==> config.mk <==
export PLATFORM = sky130hd
export DESIGN_NAME = cubic_bezier_point_generator
export DESIGN_NICKNAME = d
export VERILOG_FILES = /design/src/sv/cbpg_pkg.sv /design/src/sv/cbpg_cfg.sv /design/src/sv/cbpg_mul.sv /design/src/sv/cbpg_core.sv /design/src/sv/cubic_bezier_point_generator.sv
export SDC_FILE = /design/constraint.sdc
export NUM_CORES = 2
export LEC_CHECK = 0
export BUFFER_PORTS_ARGS = -buffer_cell sky130_fd_sc_hd__buf_2
export CAP_MARGIN = 10
export CORE_ASPECT_RATIO = 1.4
export CORE_UTILIZATION = 58
export DETAILED_ROUTE_END_ITERATION = 10
export PLACE_DENSITY_LB_ADDON = 0.1
export SETUP_SLACK_MARGIN = 0.3
export SYNTH_ARGS = -nofsm -noshare
export SYNTH_HDL_FRONTEND = slang
export SYNTH_HIERARCHICAL = 1
export SYNTH_SLANG_ARGS = --single-unit
==> constraint.sdc <==
create_clock -name clk -period 7.8 [get_ports clk]
set_input_delay 0.39 -clock clk [delete_from_list [all_inputs] [get_ports clk]]
set_output_delay 0.39 -clock clk [all_outputs]
set_load 0.05 [all_outputs]
==> src/sv/cbpg_pkg.sv <==
package cbpg_pkg;

  // Number of curve steps is 2**STEPS_LOG2; the supported range is 1 to 12.
  localparam int STEPS_LOG2 = 10;
  localparam int STEP_W     = STEPS_LOG2 + 1;
  localparam int SQ_W       = 2 * STEPS_LOG2 + 1;
  localparam int W_W        = 3 * STEPS_LOG2 + 1;
  localparam int CW         = 10;
  localparam int PT_W       = 14;
  localparam int MA_W       = W_W;
  localparam int MB_W       = (STEP_W + 1 > CW) ? STEP_W + 1 : CW;
  localparam int PROD_W     = MA_W + MB_W;
  localparam int NUM_W      = 3 * STEPS_LOG2 + CW;
  localparam int RND_W      = NUM_W + 4;

  localparam int ADDR_W     = 5;
  localparam int DATA_W     = 32;

  localparam logic [STEP_W-1:0] STEPS_V  = STEP_W'(1) << STEPS_LOG2;
  localparam logic [RND_W-1:0]  RND_HALF = RND_W'(1) << (3 * STEPS_LOG2 - 1);

  localparam logic [2:0] REG_CTRL_X0 = 3'd0;
  localparam logic [2:0] REG_CTRL_X1 = 3'd1;
  localparam logic [2:0] REG_CTRL_X2 = 3'd2;
  localparam logic [2:0] REG_CTRL_X3 = 3'd3;
  localparam logic [2:0] REG_CTRL_Y0 = 3'd4;
  localparam logic [2:0] REG_CTRL_Y1 = 3'd5;
  localparam logic [2:0] REG_CTRL_Y2 = 3'd6;
  localparam logic [2:0] REG_CTRL_Y3 = 3'd7;

  typedef logic [STEP_W-1:0] step_t;

  typedef struct packed {
    logic [3:0][CW-1:0] x;
    logic [3:0][CW-1:0] y;
  } ctrl_pts_t;

  typedef struct packed {
    logic [PT_W-1:0] x;
    logic [PT_W-1:0] y;
    logic            last;
  } point_t;

  // Scales the exact numerator to 1/16 pixel, rounding half up.
  function automatic logic [PT_W-1:0] round_point(input logic [NUM_W-1:0] num);
    logic [RND_W-1:0] t;
    t = {num, 4'b0000} + RND_HALF;
    return t[RND_W-1 -: PT_W];
  endfunction

endpackage

==> src/sv/cbpg_cfg.sv <==
module cbpg_cfg (
  input  logic                          clk,
  input  logic                          rst_n,
  input  logic                          psel,
  input  logic                          penable,
  input  logic                          pwrite,
  input  logic [cbpg_pkg::ADDR_W-1:0]   paddr,
  input  logic [cbpg_pkg::DATA_W-1:0]   pwdata,
  output logic [cbpg_pkg::DATA_W-1:0]   prdata,
  output logic                          pready,
  output cbpg_pkg::ctrl_pts_t           pts
);
  import cbpg_pkg::*;

  ctrl_pts_t  pts_r;
  ctrl_pts_t  pts_nxt;
  logic [2:0] idx;
  logic [CW-1:0] rd_val;
  logic       wr_en;

  assign idx    = paddr[ADDR_W-1:2];
  assign wr_en  = psel && penable && pwrite;
  assign pready = 1'b1;
  assign pts    = pts_r;

  always_comb begin
    pts_nxt = pts_r;
    if (wr_en) begin
      case (idx)
        REG_CTRL_X0: pts_nxt.x[0] = pwdata[CW-1:0];
        REG_CTRL_X1: pts_nxt.x[1] = pwdata[CW-1:0];
        REG_CTRL_X2: pts_nxt.x[2] = pwdata[CW-1:0];
        REG_CTRL_X3: pts_nxt.x[3] = pwdata[CW-1:0];
        REG_CTRL_Y0: pts_nxt.y[0] = pwdata[CW-1:0];
        REG_CTRL_Y1: pts_nxt.y[1] = pwdata[CW-1:0];
        REG_CTRL_Y2: pts_nxt.y[2] = pwdata[CW-1:0];
        REG_CTRL_Y3: pts_nxt.y[3] = pwdata[CW-1:0];
        default: pts_nxt = pts_r;
      endcase
    end
  end

  always_comb begin
    case (idx)
      REG_CTRL_X0: rd_val = pts_r.x[0];
      REG_CTRL_X1: rd_val = pts_r.x[1];
      REG_CTRL_X2: rd_val = pts_r.x[2];
      REG_CTRL_X3: rd_val = pts_r.x[3];
      REG_CTRL_Y0: rd_val = pts_r.y[0];
      REG_CTRL_Y1: rd_val = pts_r.y[1];
      REG_CTRL_Y2: rd_val = pts_r.y[2];
      REG_CTRL_Y3: rd_val = pts_r.y[3];
      default:     rd_val = '0;
    endcase
  end

  assign prdata = DATA_W'(rd_val);

  always_ff @(posedge clk) begin
    if (!rst_n) begin
      pts_r <= '0;
    end else begin
      pts_r <= pts_nxt;
    end
  end

endmodule

==> src/sv/cbpg_mul.sv <==
module cbpg_mul (
  input  logic                          clk,
  input  logic [cbpg_pkg::MA_W-1:0]     a,
  input  logic [cbpg_pkg::MB_W-1:0]     b,
  output logic [cbpg_pkg::PROD_W-1:0]   prod
);
  import cbpg_pkg::*;

  logic [PROD_W-1:0] prod_r;
  logic [PROD_W-1:0] prod_nxt;

  assign prod_nxt = PROD_W'(a) * PROD_W'(b);
  assign prod     = prod_r;

  always_ff @(posedge clk) begin
    prod_r <= prod_nxt;
  end

endmodule

==> src/sv/cbpg_core.sv <==
module cbpg_core (
  input  logic                   clk,
  input  logic                   rst_n,
  input  logic                   in_valid,
  input  logic                   in_restart,
  output logic                   in_ready,
  input  cbpg_pkg::ctrl_pts_t    pts,
  input  logic                   slot_free,
  output logic                   fire,
  output cbpg_pkg::point_t       res
);
  import cbpg_pkg::*;

  localparam logic [1:0] ST_IDLE = 2'd0;
  localparam logic [1:0] ST_RUN  = 2'd1;
  localparam logic [1:0] ST_DONE = 2'd2;

  // One multiplication per phase; its product is consumed in the next phase.
  localparam logic [3:0] PH_UU  = 4'd0;
  localparam logic [3:0] PH_KK  = 4'd1;
  localparam logic [3:0] PH_W0  = 4'd2;
  localparam logic [3:0] PH_W1  = 4'd3;
  localparam logic [3:0] PH_W2  = 4'd4;
  localparam logic [3:0] PH_W3  = 4'd5;
  localparam logic [3:0] PH_X0  = 4'd6;
  localparam logic [3:0] PH_X3  = 4'd9;
  localparam logic [3:0] PH_Y0  = 4'd10;
  localparam logic [3:0] PH_Y3  = 4'd13;
  localparam logic [3:0] PH_END = 4'd14;

  logic [1:0]             state_r, state_nxt;
  logic [3:0]             ph_r, ph_nxt;
  step_t                  k_r, k_nxt;
  logic [SQ_W-1:0]        uu_r, uu_nxt;
  logic [SQ_W-1:0]        kk_r, kk_nxt;
  logic [3:0][W_W-1:0]    w_r, w_nxt;
  logic [NUM_W-1:0]       acc_x_r, acc_x_nxt;
  logic [NUM_W-1:0]       acc_y_r, acc_y_nxt;

  step_t                  u;
  logic [STEP_W:0]        k3;
  logic [STEP_W:0]        u3;
  logic [3:0]             pw;
  logic [3:0]             xi;
  logic [3:0]             yi;
  logic [3:0]             wi;
  logic [MA_W-1:0]        mul_a;
  logic [MB_W-1:0]        mul_b;
  logic [PROD_W-1:0]      prod;
  logic                   last;

  assign u    = STEPS_V - k_r;
  assign k3   = {k_r, 1'b0} + (STEP_W+1)'(k_r);
  assign u3   = {u, 1'b0} + (STEP_W+1)'(u);
  assign pw   = ph_r - 4'd1;
  assign xi   = ph_r - PH_X0;
  assign yi   = ph_r - PH_Y0;
  assign wi   = pw - PH_W0;
  assign last = (k_r == STEPS_V);

  assign in_ready = (state_r == ST_IDLE);
  assign fire     = (state_r == ST_DONE) && slot_free;
  assign res.x    = round_point(acc_x_r);
  assign res.y    = round_point(acc_y_r);
  assign res.last = last;

  always_comb begin
    mul_a = '0;
    mul_b = '0;
    case (ph_r) inside
      PH_UU: begin
        mul_a = MA_W'(u);
        mul_b = MB_W'(u);
      end
      PH_KK: begin
        mul_a = MA_W'(k_r);
        mul_b = MB_W'(k_r);
      end
      PH_W0: begin
        mul_a = MA_W'(uu_r);
        mul_b = MB_W'(u);
      end
      PH_W1: begin
        mul_a = MA_W'(uu_r);
        mul_b = MB_W'(k3);
      end
      PH_W2: begin
        mul_a = MA_W'(kk_r);
        mul_b = MB_W'(u3);
      end
      PH_W3: begin
        mul_a = MA_W'(kk_r);
        mul_b = MB_W'(k_r);
      end
      [PH_X0:PH_X3]: begin
        mul_a = MA_W'(w_r[xi[1:0]]);
        mul_b = MB_W'(pts.x[xi[1:0]]);
      end
      [PH_Y0:PH_Y3]: begin
        mul_a = MA_W'(w_r[yi[1:0]]);
        mul_b = MB_W'(pts.y[yi[1:0]]);
      end
      default: begin
        mul_a = '0;
        mul_b = '0;
      end
    endcase
  end

  cbpg_mul u_mul (
    .clk  (clk),
    .a    (mul_a),
    .b    (mul_b),
    .prod (prod)
  );

  always_comb begin
    state_nxt = state_r;
    ph_nxt    = ph_r;
    k_nxt     = k_r;
    uu_nxt    = uu_r;
    kk_nxt    = kk_r;
    w_nxt     = w_r;
    acc_x_nxt = acc_x_r;
    acc_y_nxt = acc_y_r;
    case (state_r)
      ST_IDLE: begin
        if (in_valid) begin
          state_nxt = ST_RUN;
          ph_nxt    = PH_UU;
          acc_x_nxt = '0;
          acc_y_nxt = '0;
          if (in_restart) begin
            k_nxt = '0;
          end
        end
      end
      ST_RUN: begin
        ph_nxt = ph_r + 4'd1;
        if (ph_r == PH_END) begin
          state_nxt = ST_DONE;
        end
        case (pw) inside
          PH_UU:         uu_nxt = prod[SQ_W-1:0];
          PH_KK:         kk_nxt = prod[SQ_W-1:0];
          [PH_W0:PH_W3]: w_nxt[wi[1:0]] = prod[W_W-1:0];
          [PH_X0:PH_X3]: acc_x_nxt = acc_x_r + prod[NUM_W-1:0];
          [PH_Y0:PH_Y3]: acc_y_nxt = acc_y_r + prod[NUM_W-1:0];
          default:       uu_nxt = uu_r;
        endcase
      end
      ST_DONE: begin
        if (slot_free) begin
          state_nxt = ST_IDLE;
          k_nxt     = last ? '0 : k_r + 1'b1;
        end
      end
      default: state_nxt = ST_IDLE;
    endcase
  end

  always_ff @(posedge clk) begin
    if (!rst_n) begin
      state_r <= ST_IDLE;
      ph_r    <= PH_UU;
      k_r     <= '0;
    end else begin
      state_r <= state_nxt;
      ph_r    <= ph_nxt;
      k_r     <= k_nxt;
    end
  end

  always_ff @(posedge clk) begin
    uu_r    <= uu_nxt;
    kk_r    <= kk_nxt;
    w_r     <= w_nxt;
    acc_x_r <= acc_x_nxt;
    acc_y_r <= acc_y_nxt;
  end

endmodule

==> src/sv/cubic_bezier_point_generator.sv <==
// One request is worked on at a time: the sequencer takes no new request until
// its point has passed to the result register. The single shared multiplier forms
// u*u, k*k, the four Bernstein weights and eight weight-by-coordinate products.
// The result register lets the next request start while a point waits.
// Reset (rst_n low, synchronous) clears all control points, the step index
// and the output valid flag.
module cubic_bezier_point_generator (
  input  logic                          clk,
  input  logic                          rst_n,
  input  logic                          in_valid,
  output logic                          in_ready,
  input  logic                          in_restart,
  output logic                          out_valid,
  input  logic                          out_ready,
  output logic [cbpg_pkg::PT_W-1:0]     out_point_x,
  output logic [cbpg_pkg::PT_W-1:0]     out_point_y,
  output logic                          out_last,
  input  logic                          psel,
  input  logic                          penable,
  input  logic                          pwrite,
  input  logic [cbpg_pkg::ADDR_W-1:0]   paddr,
  input  logic [cbpg_pkg::DATA_W-1:0]   pwdata,
  output logic [cbpg_pkg::DATA_W-1:0]   prdata,
  output logic                          pready
);
  import cbpg_pkg::*;

  ctrl_pts_t pts;
  point_t    res;
  logic      fire;
  logic      slot_free;
  logic      out_valid_r, out_valid_nxt;
  point_t    out_pt_r, out_pt_nxt;

  cbpg_cfg u_cfg (
    .clk     (clk),
    .rst_n   (rst_n),
    .psel    (psel),
    .penable (penable),
    .pwrite  (pwrite),
    .paddr   (paddr),
    .pwdata  (pwdata),
    .prdata  (prdata),
    .pready  (pready),
    .pts     (pts)
  );

  cbpg_core u_core (
    .clk        (clk),
    .rst_n      (rst_n),
    .in_valid   (in_valid),
    .in_restart (in_restart),
    .in_ready   (in_ready),
    .pts        (pts),
    .slot_free  (slot_free),
    .fire       (fire),
    .res        (res)
  );

  // The output slot frees up in the same cycle as its transfer.
  assign slot_free = !out_valid_r || out_ready;

  always_comb begin
    out_valid_nxt = out_valid_r;
    out_pt_nxt    = out_pt_r;
    if (fire) begin
      out_valid_nxt = 1'b1;
      out_pt_nxt    = res;
    end else if (out_ready) begin
      out_valid_nxt = 1'b0;
    end
  end

  always_ff @(posedge clk) begin
    if (!rst_n) begin
      out_valid_r <= 1'b0;
    end else begin
      out_valid_r <= out_valid_nxt;
    end
  end

  always_ff @(posedge clk) begin
    out_pt_r <= out_pt_nxt;
  end

  assign out_valid   = out_valid_r;
  assign out_point_x = out_pt_r.x;
  assign out_point_y = out_pt_r.y;
  assign out_last    = out_pt_r.last;

endmodule

**After elaboration in Yosys (flattened, before gate mapping)**

Index checks and enable logic that the tools add are counted.

- Register bits after elaboration: 413
- Input bits: 45
- Output and inout bits: 64

- Add/sub/neg operators: 13
- $mul: 1
- Order comparisons: 14
- Eq/ne operators: 27
- Muxes and demuxes: 53
- Bitwise logic cells: 2
- Reductions and logical operators: 34

Operators by type and width:

| kind | number |
|---|---|
| $mux 40 | 10 |
| $mux 31 | 11 |
| $pmux 40 s2 | 2 |
| $bmux 31 s2 | 2 |
| $bwmux 124 | 1 |
| $add 44x30->44 const B | 2 |
| $mux 12 | 7 |
| $add 40x40->40 | 2 |
| $pmux 10 s8 | 1 |
| $demux 31 s2 | 1 |
| $mux 11 | 4 |
| $bmux 10 s2 | 2 |
| $mul 31x12->40 | 1 |
| $mux 10 | 3 |
| $add 12x11->12 | 2 |
| $pmux 11 s2 | 1 |
| $reduce_and 2->1 | 10 |
| $le 4x4->1 const B | 4 |
| $eq 3x3->1 const B | 4 |
| $add 11x1->11 const B | 1 |
| $eq 11x11->1 const B | 1 |
| $sub 11x11->11 const A | 1 |
| $ne 2x1->1 const B | 5 |
| $ne 2x2->1 const B | 5 |
| other kinds (34) | 61 |

**Depth between registers and ports, before layout**

- Word-level depth: 12
- Mapped depth: 37
- Mapped depth without buffers: 34

**Hierarchy**

Netlist, hierarchy kept.

Modules (own cells, without submodules):

| module | times used | cells each | area an instance (sq um) | seq. area each (sq um) |
|---|---|---|---|---|
| cbpg_core | 1 | 1542 | 16859.9 | 7727.4 |
| cbpg_mul | 1 | 1465 | 12622.1 | 860.8 |
| cbpg_cfg | 1 | 397 | 3772.4 | 1601.5 |
| cubic_bezier_point_generator | 1 | 33 | 919.6 | 890.9 |

**Worst setup path after synthesis**

Ideal clock, no wire load.

- Path type: register to register
- From: reg u_core.ph_r[0]
- To: reg u_core.u_mul.prod_r[35] (netlist: u_core/u_mul/prod[35])
- Arrival time: 7797 ps
- Data required time: 7712 ps
- Slack: -85 ps
- Stages on the path, launching flop included: 32
- Buffers on the path: 9
- Clock period less this slack: 7885 ps
- Cells stage by stage: dfxtp_1 buf_2 buf_4 buf_4 buf_2 inv_1 ha_1 clkbuf_1 o41ai_1 clkbuf_1 buf_2 a222oi_1 nor2_1 clkbuf_1 nand2_1 fa_1 inv_1 fa_1 fa_1 fa_1 inv_1 fa_1 inv_1 ha_1 buf_4 nand4_2 nor2_2 nand4_2 o31a_1 o2111a_1 or2_4 a311oi_2

- Cells in the longest elaborated chain, start to end: 12
- Elaborated cells between the ends (all ways): 39
- Classes of those cells: add/sub: 2; mul: 1; order compare: 4; eq/ne: 5; mux: 24; reduce/logical: 3

RTL lines:

| item | RTL line | source |
|---|---|---|
| start, declared | cbpg_core.sv:32 | `logic [3:0] ph_r, ph_nxt;` |
| start signal, assigned | cbpg_core.sv:169 | `ph_r <= ph_nxt;` |
| $sub 2x2->2 | cbpg_core.sv:56, cbpg_core.sv:57 |  |
| $bmux 31 s2 | cbpg_core.sv:96, cbpg_core.sv:100 |  |
| $mux 31 (not written as such) | cbpg_core.sv:96, cbpg_core.sv:100 |  |
| $mux 31 (7 in series) | cbpg_core.sv:70 | `case (ph_r) inside` |
| $mux 31 * | cbpg_core.sv:70 |  |
| net u_core.mul_a[18] | cbpg_core.sv:47 | `logic [MA_W-1:0] mul_a;` |
| $mul 31x12->40 * | cbpg_mul.sv:12 | `assign prod_nxt = PROD_W'(a) * PROD_W'(b);` |
| net u_core.u_mul.prod_nxt[35] | cbpg_mul.sv:10 | `logic [PROD_W-1:0] prod_nxt;` |
| end signal, assigned | cbpg_mul.sv:16 | `prod_r <= prod_nxt;` |
| end, declared | cbpg_mul.sv:9 | `logic [PROD_W-1:0] prod_r;` |

The timed path passes the listed nets; every way through them passes the cells marked *. The select of a mux whose other input is x is not followed.
A chain may end at the register's enable or synchronous reset.

**Final worst setup path**

- From: reg u_core.k_r[1]
- To: reg u_core.u_mul.prod_r[35] (netlist: u_core/u_mul/prod[35])

- Cells in the longest elaborated chain, start to end: 8
- Elaborated cells between the ends (all ways): 12
- Classes of those cells: add/sub: 3; mul: 1; mux: 8

RTL lines:

| item | RTL line | source |
|---|---|---|
| start, declared | cbpg_core.sv:33 | `step_t k_r, k_nxt;` |
| start signal, assigned | cbpg_core.sv:170 | `k_r <= k_nxt;` |
| $sub 11x11->11 | cbpg_core.sv:52 | `assign u = STEPS_V - k_r;` |
| $add 12x11->12 | cbpg_core.sv:54 | `assign u3 = {u, 1'b0} + (STEP_W+1)'(u);` |
| $mux 12 | cbpg_core.sv:70 |  |
| $mux 12 * (4 in series) | cbpg_core.sv:70 |  |
| net u_core.mul_b[11] | cbpg_core.sv:48 | `logic [MB_W-1:0] mul_b;` |
| $mul 31x12->40 * | cbpg_mul.sv:12 |  |
| net u_core.u_mul.prod_nxt[35] | cbpg_mul.sv:10 |  |

The timed path passes the listed nets; every way through them passes the cells marked *.

==> impl_metrics.tcl <==
set metrics [dict create \
    worstMarginPinSlew_ps 1040 \
    path_clk_slew_ps 70 \
    whs_path_depth 3 \
    fin_ws_ps 181 \
    final_core_util_pct 67.3 \
    start_util_pct 58.6 \
    total_power_mw 6.60 \
    cts_hold_buf 0 \
    slowest_stage "fa_2" \
    p_leak_nw 16.4 \
    root_buffer "clkbuf_16" \
    diodes 0 \
    hold_viol 0 \
    port_buffers 61 \
    num_rows 104 \
    worstSkewPairLatency_ps 590 \
    power_density_mw_per_mm2 171 \
    grt_pass1_vias 27100 \
    outcome "finished clean" \
    cp_max_fo 14 \
    fin_crit_ps 7620 \
    avgViaCountPerCell 6.00 \
    slowest_delay_ps 570 \
    dpl_cell_area_mm2 0.0356 \
    cts_tree "yes" \
    synth.avg_cell_area_um2 9.97 \
    setup_tns_ps 0 \
    ir_drop_uv 183 \
    fin_skew_ps 24.6 \
    final_cell_mix "466 x nand2_1, 342 x inv_1, 282 x fa_1, 275 x edfxtp_1, 195 x nor2_1" \
    dr.pass1.iters 6 \
    cap_violations 0 \
    cts_buffers 43 \
    ios 109 \
    post-place-ws_ps -74.2 \
    rsz0062_at_grt "true" \
    die_h_um 287 \
    grtUsageTotal_pct 31.8 \
    overflow 0 \
    cp-start-kind "register" \
    h-tree-depth 2 \
    place.gp.congestion 0.918 \
    cts.path.max_buffers 3 \
    path_class "reg2reg" \
    routed_wl_um 94400 \
    final_area_mm2 0.0387 \
    fmax_mhz 131 \
    dp_cells 4187 \
    final_cell_count_no_fill 4314 \
    drive_above_1_share_pct 18.0 \
    drc_errors 0 \
    synth_warnings 6 \
    ant_nets 0 \
    syn_area_mm2 0.0337 \
    grt_max_degree 99 \
    wl_per_cell_um 21.9 \
    hold_path_class "in2reg" \
    post-route-period-util_pct 97.7 \
    crit_arrival_ps 8110 \
    die_x_um 206 \
    setup_viol 0 \
    slew_headroom_pct 30.5 \
    whs_ps 106 \
    slew_violations 0 \
    dieArea_mm2 0.0591 \
    synthCells 3382 \
    final_common_cell "nand2_1" \
    grt_pass1_wl_um 145000 \
    synthToLayoutAreaGrowth_pct 14.8 \
    antenna_found_initial 0 \
    dpl.hpwl_um 67900 \
    worstPathRequired_ps 8290 \
    endpoint_kind "register" \
    initialDrtViolationCount 1772 \
    fp.coreArea_mm2 0.0575 \
    vias 25900 \
    clkSinkCount 413 \
    reg2regPathDepth 31 \
    num-nets-final 4061 \
]
==> layout make-up <==
type | instances | area, µm²
Clock inverter | 29 | 344
Inverter | 362 | 1360
Tap cell | 742 | 928
Timing Repair Buffer | 276 | 2240
Clock buffer | 50 | 1120
Fill cell | 4423 | 18800
Sequential cell | 413 | 11000
Multi-Input combinational cell | 2442 | 21700
==> per-layer routing <==
metal	track usage [%]	wire (µm)
met1	35.2	34100
met2	58.2	49700
met3	4.34	4720
met4	17.4	5770
met5	0	0
==> path summary, 6_finish.rpt <==
kind | from | slack [ps] | end
worst max-delay path | u_core/k_r[1] | 180 | u_core/u_mul/prod[35]
worst min register to register | u_cfg/pts[7] | 470 | u_cfg/pts[7]
worst min-delay path | out_ready | 110 | out_valid
worst max register to register | u_core/k_r[1] | 180 | u_core/u_mul/prod[35]
==> worst max-delay path, delay by kind of cell, from the launching register on <==
kind            cells  cell delay, ps
xor+xnor            1             140
compound gates      7            1650
flops               1             340
mux                 1             270
simple gates        8            1120
fa+ha+maj           8            3260
buf+inv             6             750
==> state kept, by name, indices dropped and copies added, names as in the netlist, 2 cells and up <==
name,flops
u_core/w_r,124
u_cfg/pts,80
u_core/acc_x_r,40
u_core/acc_y_r,40
u_core/u_mul/prod,40
u_core/kk_r,21
u_core/uu_r,21
out_point_x,14
out_point_y,14
u_core/k_r,11
u_core/ph_r,4
u_core/state_r,2
==> report_power, final <==
part,switching (mW),leakage [nW],internal [mW]
Sequential,0.143,3.72,2.52
Clock,0.914,0.724,1.24
Combinational,1.07,12.0,0.710
Total,2.13,16.4,4.48
==> timing repair <==
item / 4_1_cts / 5_1_grt
buffers inserted: 14 / 25
gates resized for setup: 80 / 153
gates cloned: 4 / 5
endpoints found under the setup margin: 26 / 27
pin swaps: 46 / 68
Note: power is estimated with default switching activity, not from simulation.
